[src/sv/bf3_pkg.sv]
package bf3_pkg;

	localparam int PIX_W       = 8;
	localparam int COL_W       = 6;
	localparam int ROW_W       = 12;
	localparam int LANES       = 3;
	localparam int LANE_W      = 2;
	localparam int WORD_W      = LANES * PIX_W;
	localparam int CSUM_W      = 10;
	localparam int SUM_W       = 12;
	localparam int DIV_MUL_W   = 13;
	localparam int PROD_W      = SUM_W + DIV_MUL_W + 1;
	localparam int DIV_SHIFT   = 16;
	localparam int CFG_IDX_W   = 2;
	localparam int CFG_DATA_W  = 12;
	localparam int MAX_WIDTH_DEF = 32;

	localparam logic [DIV_MUL_W-1:0] DIV9_MUL = DIV_MUL_W'(7282);

	localparam logic [CFG_IDX_W-1:0] CFG_WIDTH  = CFG_IDX_W'(0);
	localparam logic [CFG_IDX_W-1:0] CFG_HEIGHT = CFG_IDX_W'(1);

	localparam logic [COL_W-1:0] WIDTH_RST  = COL_W'(7);
	localparam logic [ROW_W-1:0] HEIGHT_RST = ROW_W'(7);
	localparam logic [COL_W-1:0] WIDTH_MIN  = COL_W'(3);
	localparam logic [ROW_W-1:0] HEIGHT_MIN = ROW_W'(3);

	localparam logic [LANE_W-1:0] LANE0 = LANE_W'(0);
	localparam logic [LANE_W-1:0] LANE1 = LANE_W'(1);
	localparam logic [LANE_W-1:0] LANE2 = LANE_W'(2);

	typedef struct packed {
		logic [COL_W-1:0] width;
		logic [ROW_W-1:0] height;
	} cfg_t;

	function automatic logic [PIX_W-1:0] get_lane(input logic [WORD_W-1:0] word,
			input logic [LANE_W-1:0] idx);
		logic [PIX_W-1:0] res;
		case (idx)
			LANE0:   res = word[PIX_W-1:0];
			LANE1:   res = word[2*PIX_W-1:PIX_W];
			LANE2:   res = word[3*PIX_W-1:2*PIX_W];
			default: res = '0;
		endcase
		return res;
	endfunction

	function automatic logic [WORD_W-1:0] set_lane(input logic [WORD_W-1:0] word,
			input logic [LANE_W-1:0] idx, input logic [PIX_W-1:0] pix);
		logic [WORD_W-1:0] res;
		res = word;
		case (idx)
			LANE0:   res[PIX_W-1:0] = pix;
			LANE1:   res[2*PIX_W-1:PIX_W] = pix;
			LANE2:   res[3*PIX_W-1:2*PIX_W] = pix;
			default: res = word;
		endcase
		return res;
	endfunction

	function automatic logic [CSUM_W-1:0] col_sum(input logic [WORD_W-1:0] word);
		return CSUM_W'(word[PIX_W-1:0]) + CSUM_W'(word[2*PIX_W-1:PIX_W])
			+ CSUM_W'(word[3*PIX_W-1:2*PIX_W]);
	endfunction

	function automatic logic [PIX_W-1:0] div9(input logic [SUM_W-1:0] sum);
		logic [PROD_W-1:0] prod;
		prod = PROD_W'(sum) * PROD_W'(DIV9_MUL);
		return prod[DIV_SHIFT+PIX_W-1:DIV_SHIFT];
	endfunction

	function automatic logic [LANE_W-1:0] lane_prev(input logic [LANE_W-1:0] idx);
		return (idx == LANE0) ? LANE2 : idx - LANE1;
	endfunction

	function automatic logic [LANE_W-1:0] lane_next(input logic [LANE_W-1:0] idx);
		return (idx == LANE2) ? LANE0 : idx + LANE1;
	endfunction

endpackage

[src/sv/box_filter_3x3.sv]
// a pixel may give no result, a border result or a filtered one
// a new pixel is taken only once the sequencer is idle again; the frame end flushes the last row
// the line store reads bound the pixel rate, at most one column word per cycle through one read port
// reset: counters, sequencer and output valid clear, width and height return to 7
// the line store is not cleared by reset
module box_filter_3x3
	import bf3_pkg::*;
#(
	parameter int MAX_WIDTH = MAX_WIDTH_DEF
) (
	input  logic                  clk,
	input  logic                  arst_n,
	input  logic                  cfg_valid,
	output logic                  cfg_ready,
	input  logic [CFG_IDX_W-1:0]  cfg_index,
	input  logic [CFG_DATA_W-1:0] cfg_data,
	input  logic                  px_valid,
	output logic                  px_stall,
	input  logic [PIX_W-1:0]      pixel_in,
	output logic                  res_valid,
	input  logic                  res_stall,
	output logic [PIX_W-1:0]      pixel_out,
	output logic                  run_last,
	output logic                  frame_end
);

	localparam int AW = $clog2(MAX_WIDTH);

	logic [COL_W-1:0]  image_width_q;
	logic [ROW_W-1:0]  image_height_q;
	cfg_t              cfg;

	logic              mem_we;
	logic [COL_W-1:0]  mem_waddr;
	logic [WORD_W-1:0] mem_wdata;
	logic              mem_re;
	logic [COL_W-1:0]  mem_raddr;
	logic [WORD_W-1:0] mem_rdata;

	// registers change only while no pixel is in work
	assign cfg_ready = !px_stall;

	always_ff @(posedge clk or negedge arst_n) begin
		if (!arst_n) begin
			image_width_q  <= WIDTH_RST;
			image_height_q <= HEIGHT_RST;
		end else if (cfg_valid && cfg_ready) begin
			unique case (cfg_index)
				CFG_WIDTH:  image_width_q  <= cfg_data[COL_W-1:0];
				CFG_HEIGHT: image_height_q <= cfg_data[ROW_W-1:0];
				default: ;
			endcase
		end
	end

	// clamp to the usable range
	always_comb begin
		if (image_width_q < WIDTH_MIN) begin
			cfg.width = WIDTH_MIN;
		end else if (image_width_q > COL_W'(MAX_WIDTH)) begin
			cfg.width = COL_W'(MAX_WIDTH);
		end else begin
			cfg.width = image_width_q;
		end
		cfg.height = (image_height_q < HEIGHT_MIN) ? HEIGHT_MIN : image_height_q;
	end

	bf3_line_mem #(
		.DEPTH (MAX_WIDTH),
		.AW    (AW)
	) u_mem (
		.clk   (clk),
		.we    (mem_we),
		.waddr (mem_waddr[AW-1:0]),
		.wdata (mem_wdata),
		.re    (mem_re),
		.raddr (mem_raddr[AW-1:0]),
		.rdata (mem_rdata)
	);

	bf3_seq #(
		.MAX_WIDTH (MAX_WIDTH)
	) u_seq (
		.clk       (clk),
		.arst_n    (arst_n),
		.cfg       (cfg),
		.px_valid  (px_valid),
		.px_stall  (px_stall),
		.pixel_in  (pixel_in),
		.res_valid (res_valid),
		.res_stall (res_stall),
		.pixel_out (pixel_out),
		.run_last  (run_last),
		.frame_end (frame_end),
		.mem_we    (mem_we),
		.mem_waddr (mem_waddr),
		.mem_wdata (mem_wdata),
		.mem_re    (mem_re),
		.mem_raddr (mem_raddr),
		.mem_rdata (mem_rdata)
	);

	a_busy_after_accept: assert property (@(posedge clk) disable iff (!arst_n)
		px_valid && !px_stall |=> px_stall)
		else $error("pixel transfer did not start the store update");

	a_frame_end_is_last: assert property (@(posedge clk) disable iff (!arst_n)
		res_valid && frame_end |-> run_last)
		else $error("frame end on a result that is not the last of its run");

	a_result_while_busy: assert property (@(posedge clk) disable iff (!arst_n)
		$rose(res_valid) |-> $past(px_stall))
		else $error("result appeared without a pixel in work");

endmodule

[src/sv/bf3_line_mem.sv]
module bf3_line_mem
	import bf3_pkg::*;
#(
	parameter int DEPTH = MAX_WIDTH_DEF,
	parameter int AW    = $clog2(MAX_WIDTH_DEF)
) (
	input  logic              clk,
	input  logic              we,
	input  logic [AW-1:0]     waddr,
	input  logic [WORD_W-1:0] wdata,
	input  logic              re,
	input  logic [AW-1:0]     raddr,
	output logic [WORD_W-1:0] rdata
);

	logic [WORD_W-1:0] mem [DEPTH];

	always_ff @(posedge clk) begin
		if (we) begin
			mem[waddr] <= wdata;
		end
	end

	always_ff @(posedge clk) begin
		if (re) begin
			rdata <= mem[raddr];
		end
	end

endmodule

[src/sv/bf3_seq.sv]
module bf3_seq
	import bf3_pkg::*;
#(
	parameter int MAX_WIDTH = MAX_WIDTH_DEF
) (
	input  logic              clk,
	input  logic              arst_n,
	input  cfg_t              cfg,
	input  logic              px_valid,
	output logic              px_stall,
	input  logic [PIX_W-1:0]  pixel_in,
	output logic              res_valid,
	input  logic              res_stall,
	output logic [PIX_W-1:0]  pixel_out,
	output logic              run_last,
	output logic              frame_end,
	output logic              mem_we,
	output logic [COL_W-1:0]  mem_waddr,
	output logic [WORD_W-1:0] mem_wdata,
	output logic              mem_re,
	output logic [COL_W-1:0]  mem_raddr,
	input  logic [WORD_W-1:0] mem_rdata
);

	typedef enum logic [7:0] {
		S_IDLE  = 8'b0000_0001,
		S_MERGE = 8'b0000_0010,
		S_COL1  = 8'b0000_0100,
		S_COL2  = 8'b0000_1000,
		S_EMIT1 = 8'b0001_0000,
		S_EMIT2 = 8'b0010_0000,
		S_FRD   = 8'b0100_0000,
		S_FEM   = 8'b1000_0000
	} state_t;

	state_t state_q, state_d;

	logic [COL_W-1:0]  col_q;
	logic [ROW_W-1:0]  row_q;
	logic [LANE_W-1:0] rmod_q;

	logic [PIX_W-1:0]  pix_q;
	logic [COL_W-1:0]  c_q;
	logic [LANE_W-1:0] rm_q;
	logic              row_end_q;
	logic              frame_last_q;
	logic              interior_q;
	logic              emit1_q;
	logic [WORD_W-1:0] merged_q;
	logic [WORD_W-1:0] col1_q;
	logic [SUM_W-1:0]  sum_q;
	logic [COL_W-1:0]  k_q;

	logic              res_valid_q;
	logic [PIX_W-1:0]  pixel_q;
	logic              run_last_q;
	logic              frame_end_q;

	logic              accept;
	logic              load_ok;
	logic              load;
	logic [PIX_W-1:0]  load_pix;
	logic              load_last;
	logic              load_fend;
	logic              row_end;
	logic              frame_last;
	logic              interior;
	logic [WORD_W-1:0] merged;
	logic              flush_last;

	assign accept  = (state_q == S_IDLE) && px_valid;
	assign px_stall = (state_q != S_IDLE);
	assign load_ok = !res_valid_q || !res_stall;

	assign row_end    = ({1'b0, col_q} + (COL_W+1)'(1)) >= {1'b0, cfg.width};
	assign frame_last = row_end && (({1'b0, row_q} + (ROW_W+1)'(1)) >= {1'b0, cfg.height});
	assign interior   = (row_q >= ROW_W'(2)) && (col_q >= COL_W'(2))
		&& (({1'b0, row_q} + (ROW_W+1)'(1)) <= {1'b0, cfg.height})
		&& (({1'b0, col_q} + (COL_W+1)'(1)) <= {1'b0, cfg.width});

	assign merged     = set_lane(mem_rdata, rm_q, pix_q);
	assign flush_last = ({1'b0, k_q} + (COL_W+1)'(1)) >= {1'b0, cfg.width};

	always_comb begin
		state_d   = state_q;
		mem_re    = 1'b0;
		mem_raddr = col_q;
		mem_we    = 1'b0;
		mem_waddr = c_q;
		mem_wdata = merged;
		load      = 1'b0;
		load_pix  = get_lane(col1_q, lane_prev(rm_q));
		load_last = 1'b0;
		load_fend = 1'b0;
		unique case (state_q)
			S_IDLE: begin
				if (px_valid) begin
					mem_re  = 1'b1;
					state_d = S_MERGE;
				end
			end
			S_MERGE: begin
				mem_we    = c_q < COL_W'(MAX_WIDTH);
				mem_re    = emit1_q;
				mem_raddr = c_q - COL_W'(1);
				if (emit1_q) begin
					state_d = S_COL1;
				end else if (frame_last_q) begin
					state_d = S_FRD;
				end else begin
					state_d = S_IDLE;
				end
			end
			S_COL1: begin
				mem_re    = interior_q;
				mem_raddr = c_q - COL_W'(2);
				state_d   = interior_q ? S_COL2 : S_EMIT1;
			end
			S_COL2: begin
				state_d = S_EMIT1;
			end
			S_EMIT1: begin
				load      = load_ok;
				load_pix  = interior_q ? div9(sum_q) : get_lane(col1_q, lane_prev(rm_q));
				load_last = !row_end_q;
				if (load_ok) begin
					state_d = row_end_q ? S_EMIT2 : S_IDLE;
				end
			end
			S_EMIT2: begin
				load      = load_ok;
				load_pix  = get_lane(merged_q, lane_prev(rm_q));
				load_last = !frame_last_q;
				if (load_ok) begin
					state_d = frame_last_q ? S_FRD : S_IDLE;
				end
			end
			S_FRD: begin
				mem_re    = 1'b1;
				mem_raddr = k_q;
				state_d   = S_FEM;
			end
			S_FEM: begin
				load      = load_ok;
				load_pix  = get_lane(mem_rdata, rm_q);
				load_last = flush_last;
				load_fend = flush_last;
				if (load_ok) begin
					state_d = flush_last ? S_IDLE : S_FRD;
				end
			end
			default: state_d = S_IDLE;
		endcase
	end

	always_ff @(posedge clk or negedge arst_n) begin
		if (!arst_n) begin
			state_q     <= S_IDLE;
			col_q       <= '0;
			row_q       <= '0;
			rmod_q      <= LANE0;
			res_valid_q <= 1'b0;
		end else begin
			state_q <= state_d;
			if (accept) begin
				if (row_end) begin
					col_q  <= '0;
					row_q  <= frame_last ? '0 : row_q + ROW_W'(1);
					rmod_q <= frame_last ? LANE0 : lane_next(rmod_q);
				end else begin
					col_q <= col_q + COL_W'(1);
				end
			end
			if (load) begin
				res_valid_q <= 1'b1;
			end else if (!res_stall) begin
				res_valid_q <= 1'b0;
			end
		end
	end

	always_ff @(posedge clk) begin
		if (accept) begin
			pix_q        <= pixel_in;
			c_q          <= col_q;
			rm_q         <= rmod_q;
			row_end_q    <= row_end;
			frame_last_q <= frame_last;
			interior_q   <= interior;
			emit1_q      <= (row_q != '0) && (col_q != '0);
			k_q          <= '0;
		end
		if (state_q == S_MERGE) begin
			merged_q <= merged;
		end
		if (state_q == S_COL1) begin
			col1_q <= mem_rdata;
		end
		if (state_q == S_COL2) begin
			sum_q <= SUM_W'(col_sum(merged_q)) + SUM_W'(col_sum(col1_q))
				+ SUM_W'(col_sum(mem_rdata));
		end
		if (state_q == S_FEM && load_ok && !flush_last) begin
			k_q <= k_q + COL_W'(1);
		end
		if (load) begin
			pixel_q     <= load_pix;
			run_last_q  <= load_last;
			frame_end_q <= load_fend;
		end
	end

	assign res_valid = res_valid_q;
	assign pixel_out = pixel_q;
	assign run_last  = run_last_q;
	assign frame_end = frame_end_q;

endmodule

[config.mk]
export PLATFORM = sky130hd
export DESIGN_NAME = box_filter_3x3
export DESIGN_NICKNAME = d
export VERILOG_FILES = /design/src/sv/bf3_pkg.sv /design/src/sv/box_filter_3x3.sv /design/src/sv/bf3_line_mem.sv /design/src/sv/bf3_seq.sv
export SDC_FILE = /design/constraint.sdc
export NUM_CORES = 1
export LEC_CHECK = 0
export BUFFER_PORTS_ARGS = -buffer_cell sky130_fd_sc_hd__buf_2
export CORE_MARGIN = 5
export CORE_UTILIZATION = 59
export CTS_BUF_LIST = sky130_fd_sc_hd__clkbuf_4
export CTS_CLUSTER_DIAMETER = 200
export DETAILED_ROUTE_END_ITERATION = 8
export GPL_ROUTABILITY_DRIVEN = 0
export PLACE_DENSITY = 0.78
export SYNTH_ARGS = -nofsm -noshare
export SYNTH_HDL_FRONTEND = slang
export SYNTH_HIERARCHICAL = 1
export SYNTH_SLANG_ARGS = --single-unit
[constraint.sdc]
create_clock -name clk -period 4.9 [get_ports clk]
set_input_delay 0.49 -clock clk [delete_from_list [all_inputs] [get_ports clk]]
set_output_delay 0.49 -clock clk [all_outputs]
set_load 0.01 [all_outputs]
==> run_results.csv <==
group,metric,value,unit
layout,stdcell_count,4075,
die,core,0.0703,mm^2
placement,post-place-ws,-0.0139,ns
pwr,power,0.0326,W
hold_path,worstHoldPathType,"in2reg",
sta,setup_ws,0.121,ns
hold_path,min_path_cells,2,
clock_network,clkTransAtPathRegs,0.08,ns
yosys,syn_avg_cell_area,15.4,um^2
yosys,synthesis.area,0.0419,mm^2
sta,setup_viol,0,
pwr,p_per_area,700,mW/mm^2
global_routing,grt_overflow,0,
clock_network,cts_root_buf,"clkbuf_4",
hold_path,hold_start,"pixel_in[4]",
flow_run,drv_cap,0,
die,rows,97,
critical_path,cp-start-kind,"register",
global_routing,grt_max_degree,81,
critical_path,path_max_fanout,4,
global_routing,antenna_found_initial,2,
sta,drv_slew,0,
global_routing,grt_pass1_wl,140,mm
sta,final_hold_viol_count,0,
clock_network,ctsLongestPathBuffers,3,
yosys,yosysWarnings,6,
sta,tightest_slew,1.09,ns
critical_path,worstReg2RegEnd,"u_seq/pixel_out[0]",
critical_path,reg2reg_slack,0.12,ns
layout,final_common_cell,"edfxtp_1",
critical_path,crit_chain,"fa_1 -> ha_4 -> inv_1 -> fa_1 -> inv_1 -> fa_1 -> inv_1 -> fa_1 -> inv_1 -> ha_4 -> a21o_1 -> a21o_1 -> a211o_1 -> a21oi_1 -> xor2_1 -> o21ai_0",
pwr,power.leakage,17.1,nW
layout,finalInstanceArea,0.0465,mm^2
die,start_util,59.7,%
placement,io_buffers,39,
critical_path,arrival,5.58,ns
placement,placed_cells,3640,
die,die_h,277,um
clock_network,htree_num_levels,4,
sta,timing.fmax,209,MHz
yosys,synth_nets,2956,
clock_network,cts_tree,"built",
layout,drive_above_1_share,17.8,%
detailed_routing,drt_first_pass_iters,8,
layout,most-common-layout-cells,"edfxtp_1 (888), mux2i_1 (384), clkbuf_4 (320), inv_1 (168), nand2_1 (126)",
global_routing,grt_usage,23.1,%
detailed_routing,drt_iter0_drc,2223,
sta,finalCritPeriodShare,97.5,%
die,fp.dieArea,0.0765,mm^2
critical_path,rr_worst_depth,16,
sta,slew_headroom,27.5,%
die,io_pins,40,
critical_path,cp.required,5.70,ns
critical_path,critical_path.top_delay_family,"adder cells",
detailed_routing,wl_per_cell,21.9,um
critical_path,crit_slowest_cell,"fa_1",
clock_network,clock-sinks,935,
critical_path,max_stage_delay,0.57,ns
yosys,synth_cells,2727,
critical_path,cp_num_buf_inv,4,
critical_path,r2r-start,"u_seq/sum_q[2]",
die,die_w,277,um
placement,hpwlAfterDp,56.4,mm
clock_network,cts_buffers,222,
detailed_routing,ant_nets,0,
global_routing,grt_pass1_vias,25385,
hold_path,min_to,"u_seq/pix_q[4]",
sta,fin_skew,0.0830,ns
placement,placed_cell_area,0.0433,mm^2
layout,finalNetCount,3186,
status,status,"complete, no violations",
clock_network,clk_latency,1.10,ns
detailed_routing,remaining_drc_errors,0,
layout,syn_to_final_growth,11.0,%
sta,post-route-min-period,4.78,ns
detailed_routing,via_per_inst,6.01,
detailed_routing,vias,24501,
sta,fin_hold_ws,0.152,ns
detailed_routing,routed_wl,89.2,mm
critical_path,crit_path_end_kind,"register",
pwr,peakVddDrop,1010,uV
critical_path,critPathKind,"reg2reg",
[layer usage]
| metal | share of wire [%] | GRT usage [%] | vias up |
|---|---|---|---|
| li1 | - | - | 11036 |
| met5 | 0 | 0 | - |
| met2 | 51 | 38.9 | 1029 |
| met3 | 7.1 | 5.23 | 162 |
| met4 | 2.1 | 7.85 | 0 |
| met1 | 40 | 30.1 | 12274 |
[registers in the layout (all words and copies together) (netlist names), 8 cells and up]
register         flops
u_seq/pix_q          8
u_seq/pixel_out      8
image_height_q      12
u_seq/merged_q      24
u_mem/mem          768
u_seq/col1_q        24
u_mem/rdata         24
u_seq/sum_q         12
u_seq/state_q        8
u_seq/row_q         12
[worst max-delay path by stage]
stage | from | to | slack, ns | depth (start not counted)
6_report | u_seq/sum_q[2] | u_seq/pixel_out[0] | 0.12 | 16
5_1_grt | u_seq/sum_q[1] | u_seq/pixel_out[0] | -0.02 | 16
4_1_cts | u_seq/sum_q[1] | u_seq/pixel_out[2] | 0.004 | 17
3_5_place_dp | u_seq/sum_q[2] | u_seq/pixel_out[2] | -0.01 | 17
3_3_place_gp | u_seq/sum_q[2] | u_seq/pixel_out[2] | 0.11 | 17
2_1_floorplan | u_seq/sum_q[2] | u_seq/pixel_out[2] | 0.28 | 16
[power breakdown]
group	leakage, nW	switching (W)	total, W	internal [W]
Combinational	6.82	0.00915	0.0148	0.00568
Clock	1.69	0.00303	0.00626	0.00323
Sequential	8.60	0.000466	0.0115	0.0110
Total	17.1	0.0126	0.0326	0.0199
[metrics by stage]
step	setup TNS [ns]	util (%)
finish	0	66.2
global route	-0.0181	66.2
CTS	0	66.1
detailed placement	-0.0139	61.6
global placement	0	61.6
floorplan	0	-
[cell type report]
cell class	instances	area, um^2
sequential	935	27900
fill	4731	23700
multi-input combinational	1490	12800
clock buffer	320	2400
tap	940	1180
timing repair buffer	137	1140
inverter	171	642
clock inverter	78	475
antenna	4	10.0
[timing repair]
action	4_1_cts	5_1_grt
setup buffers	1	3
hold endpoints to repair	90	0
cloned	0	0
pin swaps	0	5
hold buffers	29	0
endpoints found under the setup margin	1	8
gates resized for setup	0	12
Power figures use the tool's default switching activity.
